<file path="config.mk">
export PLATFORM = sky130hd
export DESIGN_NAME = tdlp_out_fifo
export DESIGN_NICKNAME = d
export VERILOG_FILES = /design/src/hw/rtl/tdlp_pkg.sv /design/src/hw/rtl/tdlp_out_fifo.sv
export SDC_FILE = /design/constraint.sdc
export NUM_CORES = 1
export LEC_CHECK = 0
export BUFFER_PORTS_ARGS = -buffer_cell sky130_fd_sc_hd__clkbuf_2
export CORE_AREA = 10 10 82 77
export DETAILED_ROUTE_END_ITERATION = 8
export DIE_AREA = 0 0 92 87
export PLACE_DENSITY_LB_ADDON = 0.15
export SYNTH_ARGS = -nofsm -noshare
export SYNTH_HDL_FRONTEND = slang
export SYNTH_SLANG_ARGS = --single-unit
</file>
<file path="constraint.sdc">
create_clock -name clk -period 1.95 [get_ports clk]
set_input_delay 0.0975 -clock clk [delete_from_list [all_inputs] [get_ports clk]]
set_output_delay 0.0975 -clock clk [all_outputs]
set_load 0.005 [all_outputs]
</file>
<file path="src/hw/rtl/tdlp_pkg.sv">
// Shared types and constants for the temporal denoise lowpass block.
package tdlp_pkg;

    // Operation codes carried on the op field
    typedef enum logic [1:0] {
        OP_FILTER = 2'd0,
        OP_SEED   = 2'd1,
        OP_TABLE  = 2'd2,
        OP_NONE   = 2'd3
    } op_t;

    // Upper bound of the accumulator and the rounding bias
    localparam logic [15:0] ACC_MAX  = 16'hFF00;
    localparam logic [7:0]  ROUND_OFS = 8'h7F;

    // Output queue that decouples the pipeline from a stalling receiver
    localparam int FIFO_DEPTH = 4;
    localparam int FIFO_AW    = $clog2(FIFO_DEPTH);
    localparam int FIFO_CNT_W = FIFO_AW + 1;

    // Per-item control that rides along the pipeline
    typedef struct packed {
        logic       seed;
        logic       chroma;
        logic [7:0] sample;
    } item_t;

endpackage

</file>
<file path="src/hw/rtl/tdlp_out_fifo.sv">
// Small output queue holding result words until the receiver takes them.
module tdlp_out_fifo (
    input  logic                             clk,
    input  logic                             rst_n,
    input  logic                             push,
    input  logic [7:0]                       push_data,
    output logic [tdlp_pkg::FIFO_CNT_W-1:0]  count,
    output logic                             out_valid,
    input  logic                             out_stall,
    output logic [7:0]                       out_data
);
    import tdlp_pkg::*;

    logic [7:0]            mem_reg [FIFO_DEPTH];
    logic [FIFO_AW-1:0]    wr_ptr_reg;
    logic [FIFO_AW-1:0]    wr_ptr_next;
    logic [FIFO_AW-1:0]    rd_ptr_reg;
    logic [FIFO_AW-1:0]    rd_ptr_next;
    logic [FIFO_CNT_W-1:0] cnt_reg;
    logic [FIFO_CNT_W-1:0] cnt_next;
    logic                  pop;

    // Drain the head word when the receiver takes it
    assign pop       = out_valid && !out_stall;
    assign out_valid = (cnt_reg != '0);
    assign out_data  = mem_reg[rd_ptr_reg];
    assign count     = cnt_reg;

    // Advance pointers and occupancy
    always_comb
    begin
        wr_ptr_next = push ? wr_ptr_reg + 1'b1 : wr_ptr_reg;
        rd_ptr_next = pop ? rd_ptr_reg + 1'b1 : rd_ptr_reg;
        cnt_next    = cnt_reg + FIFO_CNT_W'(push) - FIFO_CNT_W'(pop);
    end

    always_ff @(posedge clk or negedge rst_n)
    begin
        if (!rst_n)
        begin
            wr_ptr_reg <= '0;
            rd_ptr_reg <= '0;
            cnt_reg    <= '0;
        end
        else
        begin
            wr_ptr_reg <= wr_ptr_next;
            rd_ptr_reg <= rd_ptr_next;
            cnt_reg    <= cnt_next;
        end
    end

    // Store the pushed word
    always_ff @(posedge clk)
    begin
        if (push)
        begin
            mem_reg[wr_ptr_reg] <= push_data;
        end
    end

endmodule

</file>
==> results.cfg <==
[pwr]
power.net_switching_mw = 0.8054
power_density_nw_per_um2 = 1512
power.ir.vdd_worst_v = 0.0003388
swShare = 0.2729
p_leak_nw = 0.7509
share_seq_of_total_power = 0.430
comb_power_share = 0.309
internal_pwr_total_mw = 2.146
clkPwrFrac = 0.261

[clocking]
tritoncts = yes
clock-sinks = 39
clock_insertion_delay_worst_skew_ns = 0.28
worst_setup_hold_path_clk_slew_ns = 0.07
cts_inserted_buffers = 5
cts.path.max_buffers = 2
cts-root-buf = sky130_fd_sc_hd__clkbuf_8
cts-htree-levels = 2

[logic_synthesis]
synth_compound_gate_area_share = 0.003223
yosysWarnings = 0
synth_top_family_by_area = multiplexers
post_synth_fa_ha_maj_area_fraction = 0.06124
synthesis.nets = 96
post_synth_and_or_nand_nor_area_fraction = 0.03223
post_synth_num_cell_types = 16
postSynthRegisterBits = 39
xor_xnor_cell_area_share_of_the_yosys_netlist = 0.02820
synth.avg_cell_area_um2 = 20.17
synthesis.instances = 77
post_synth_mux_area_share = 0.1160
synth_sequential_area_ratio = 0.7317
synth.cell_area_um2 = 1553

[floorplanning]
core.rowCount = 24
die_w_um = 92
fp.coreArea_um2 = 4684
die_area_um2 = 8004
die_h_um = 87
floorplan.io_pins = 24
initial_utilization = 0.3315

[layout]
area_growth_syn_to_layout_pct = 25.70
drive_above_1_share = 0.4375
insertedDiodeCount = 0
layout.nets = 130
final_common_cell = sky130_fd_sc_hd__edfxtp_1
design_area_um2 = 1952
number_of_filler_cells_placed_in_the_layout = 441
largest_register_ff_count = 32
most-common-layout-cells = 32 x sky130_fd_sc_hd__edfxtp_1, 23 x sky130_fd_sc_hd__clkbuf_2, 8 x sky130_fd_sc_hd__mux4_2, 7 x sky130_fd_sc_hd__inv_1, 7 x sky130_fd_sc_hd__dfrtp_1

[global_route]
track_usage = 0.07313
grt_start_max_net_pins = 13
grt_pass1_vias = 837
antenna_violations_before_repair = 0
grt_overflow = 0
grt_pass1_wl_mm = 4.305

[sta]
share_of_the_cycle_needed_by_the_critical_path_after_routing = 0.9738
max_clock_freq_mhz = 526.6
final.hold.worst_slack_ns = 0.02367
worst_max_slew_pin_slew_ns = 0.4700
relSlewSlack = 0.6866
grt_setup_unrepaired = true
hold_viol = 0
maxSlewViolCount = 0
timing.final.crit_period_ns = 1.899
finalSetupViolations = 0
fin_worst_skew_ns = 0.002685

[detailed_routing]
postRouteAntennaNets = 0
drt_first_pass_iters = 4
dr_total_vias = 747
totalWireLength_mm = 2.677
wl_per_cell_um = 15.12
number_of_vias_per_cell_after_detailed_routing = 4.220
detailedRoute.firstIterationViolations = 16
drc_errors = 0

[critical_path]
worst_setup_path_start_kind = flop
timing.critical_path.required_ns = 2.12
timing_worst_setup_path_type = reg2reg
crit_path_end_kind = flop
data_arrival_time_of_the_critical_path_ns = 2.07
critical_path_peak_fanout = 2

[outcome]
run_status = finished clean

[placed_design]
numPortBuffers = 23
placement.cell_area_um2 = 1768
gpl_congestion = 0.6618
detailedPlacementHpwl_mm = 1.897

[job]
maxCapViolations = 0

[hold_path]
timing.hold.worst.class = in2reg
==> synthesized netlist by cell type <==
master,instances,area (um^2)
sky130_fd_sc_hd__clkbuf_2,1,5.000
sky130_fd_sc_hd__o21ai_0,1,5.000
sky130_fd_sc_hd__and2_1,4,25.02
sky130_fd_sc_hd__xnor2_1,2,17.52
sky130_fd_sc_hd__dfrtp_1,7,175.2
sky130_fd_sc_hd__edfxtp_1,32,960.9
sky130_fd_sc_hd__nor2_1,1,3.750
sky130_fd_sc_hd__inv_1,7,26.28
sky130_fd_sc_hd__buf_6,1,11.26
sky130_fd_sc_hd__fa_1,1,20.02
sky130_fd_sc_hd__ha_1,6,75.07
sky130_fd_sc_hd__nand2_1,1,3.750
sky130_fd_sc_hd__nor3b_2,1,12.51
sky130_fd_sc_hd__xor2_1,3,26.28
sky130_fd_sc_hd__mux4_2,8,180.2
sky130_fd_sc_hd__nor3_1,1,5.000
==> through the flow <==
step	setup slack (ns)	power [mW]	instances	utilization	setup TNS [ns]
floorplan	0.01345	1.790	77	-	0
global placement	0.06099	2.125	165	0.3774	0
detailed placement	0.0006766	2.153	165	0.3774	0
CTS	0.01339	3.006	177	0.4153	0
global route	-0.03061	3.159	177	0.4167	-0.03061
finish	0.05115	2.951	177	0.4167	0
==> worst max-delay path, cell delays in order (launching register included) <==
cell                      delay (ns)
sky130_fd_sc_hd__dfrtp_1        0.41
sky130_fd_sc_hd__nor3_4         0.22
sky130_fd_sc_hd__nor2_2         0.06
sky130_fd_sc_hd__ha_1           0.27
sky130_fd_sc_hd__inv_1          0.04
sky130_fd_sc_hd__ha_2           0.16
sky130_fd_sc_hd__fa_2           0.35
sky130_fd_sc_hd__xnor2_2        0.14
sky130_fd_sc_hd__xnor2_1        0.12
==> what timing repair did <==
item                                    4_1_cts  5_1_grt
hold endpoints to repair                      7        0
pin swaps                                     3        2
setup buffers                                 3        0
hold buffers                                  1        0
endpoints found under the setup margin        1        1
gates resized for setup                       3        1
==> area by class of cell <==
cell class | instances | area [um^2] | share of cell area
multi-input cells | 29 | 400.4 | 0.2051
flip-flops and latches | 39 | 1136 | 0.5821
repair buffers | 29 | 175.2 | 0.08974
clock buffers | 6 | 72.57 | 0.03718
inverters | 7 | 26.28 | 0.01346
well taps | 65 | 81.33 | 0.04167
clock inverters | 2 | 60.06 | 0.03077
==> power groups by stage <==
stage                     logic (mW)  registers [mW]  clock network (mW)
after global placement         0.849            1.28                   0
after floorplan                0.582            1.21                   0
after global routing            1.04            1.29               0.830
after detailed placement       0.864            1.29                   0
after CTS                      0.948            1.27               0.793
final                          0.912            1.27               0.770
==> final timing paths <==
check                               from       endpoint  slack [ns]  cells past startpoint
setup reg to reg                count[2]       count[2]        0.05                      8
hold / removal              push_data[7]  mem_reg[2][7]        0.02                      1
hold reg to reg            wr_ptr_reg[0]  wr_ptr_reg[0]        0.54                      1
setup / recovery                count[2]       count[2]        0.05                      8
min in group asynchronous          rst_n  wr_ptr_reg[0]        0.19                      2
max in group asynchronous          rst_n  rd_ptr_reg[1]        1.59                      2
==> cell families (layout without fill, tap and decap cells) <==
kind of cell,count (synthesis),in the layout
AO/OA/AOI/OAI,1,1
AND/OR/NAND/NOR,8,8
XOR/XNOR,5,5
adder cells (fa/ha/maj),7,7
multiplexers,8,8
flip-flops,39,39
buffers and inverters,9,44
==> layer usage <==
layer,global-route usage,routed length (um),vias to the layer above
met2,0.1276,1423,18
li1,-,-,355
met4,0.05042,75,0
met5,0,0,-
met3,0.02845,146,6
met1,0.07028,1033,368
No activity file was read; power rests on OpenSTA's default activity.
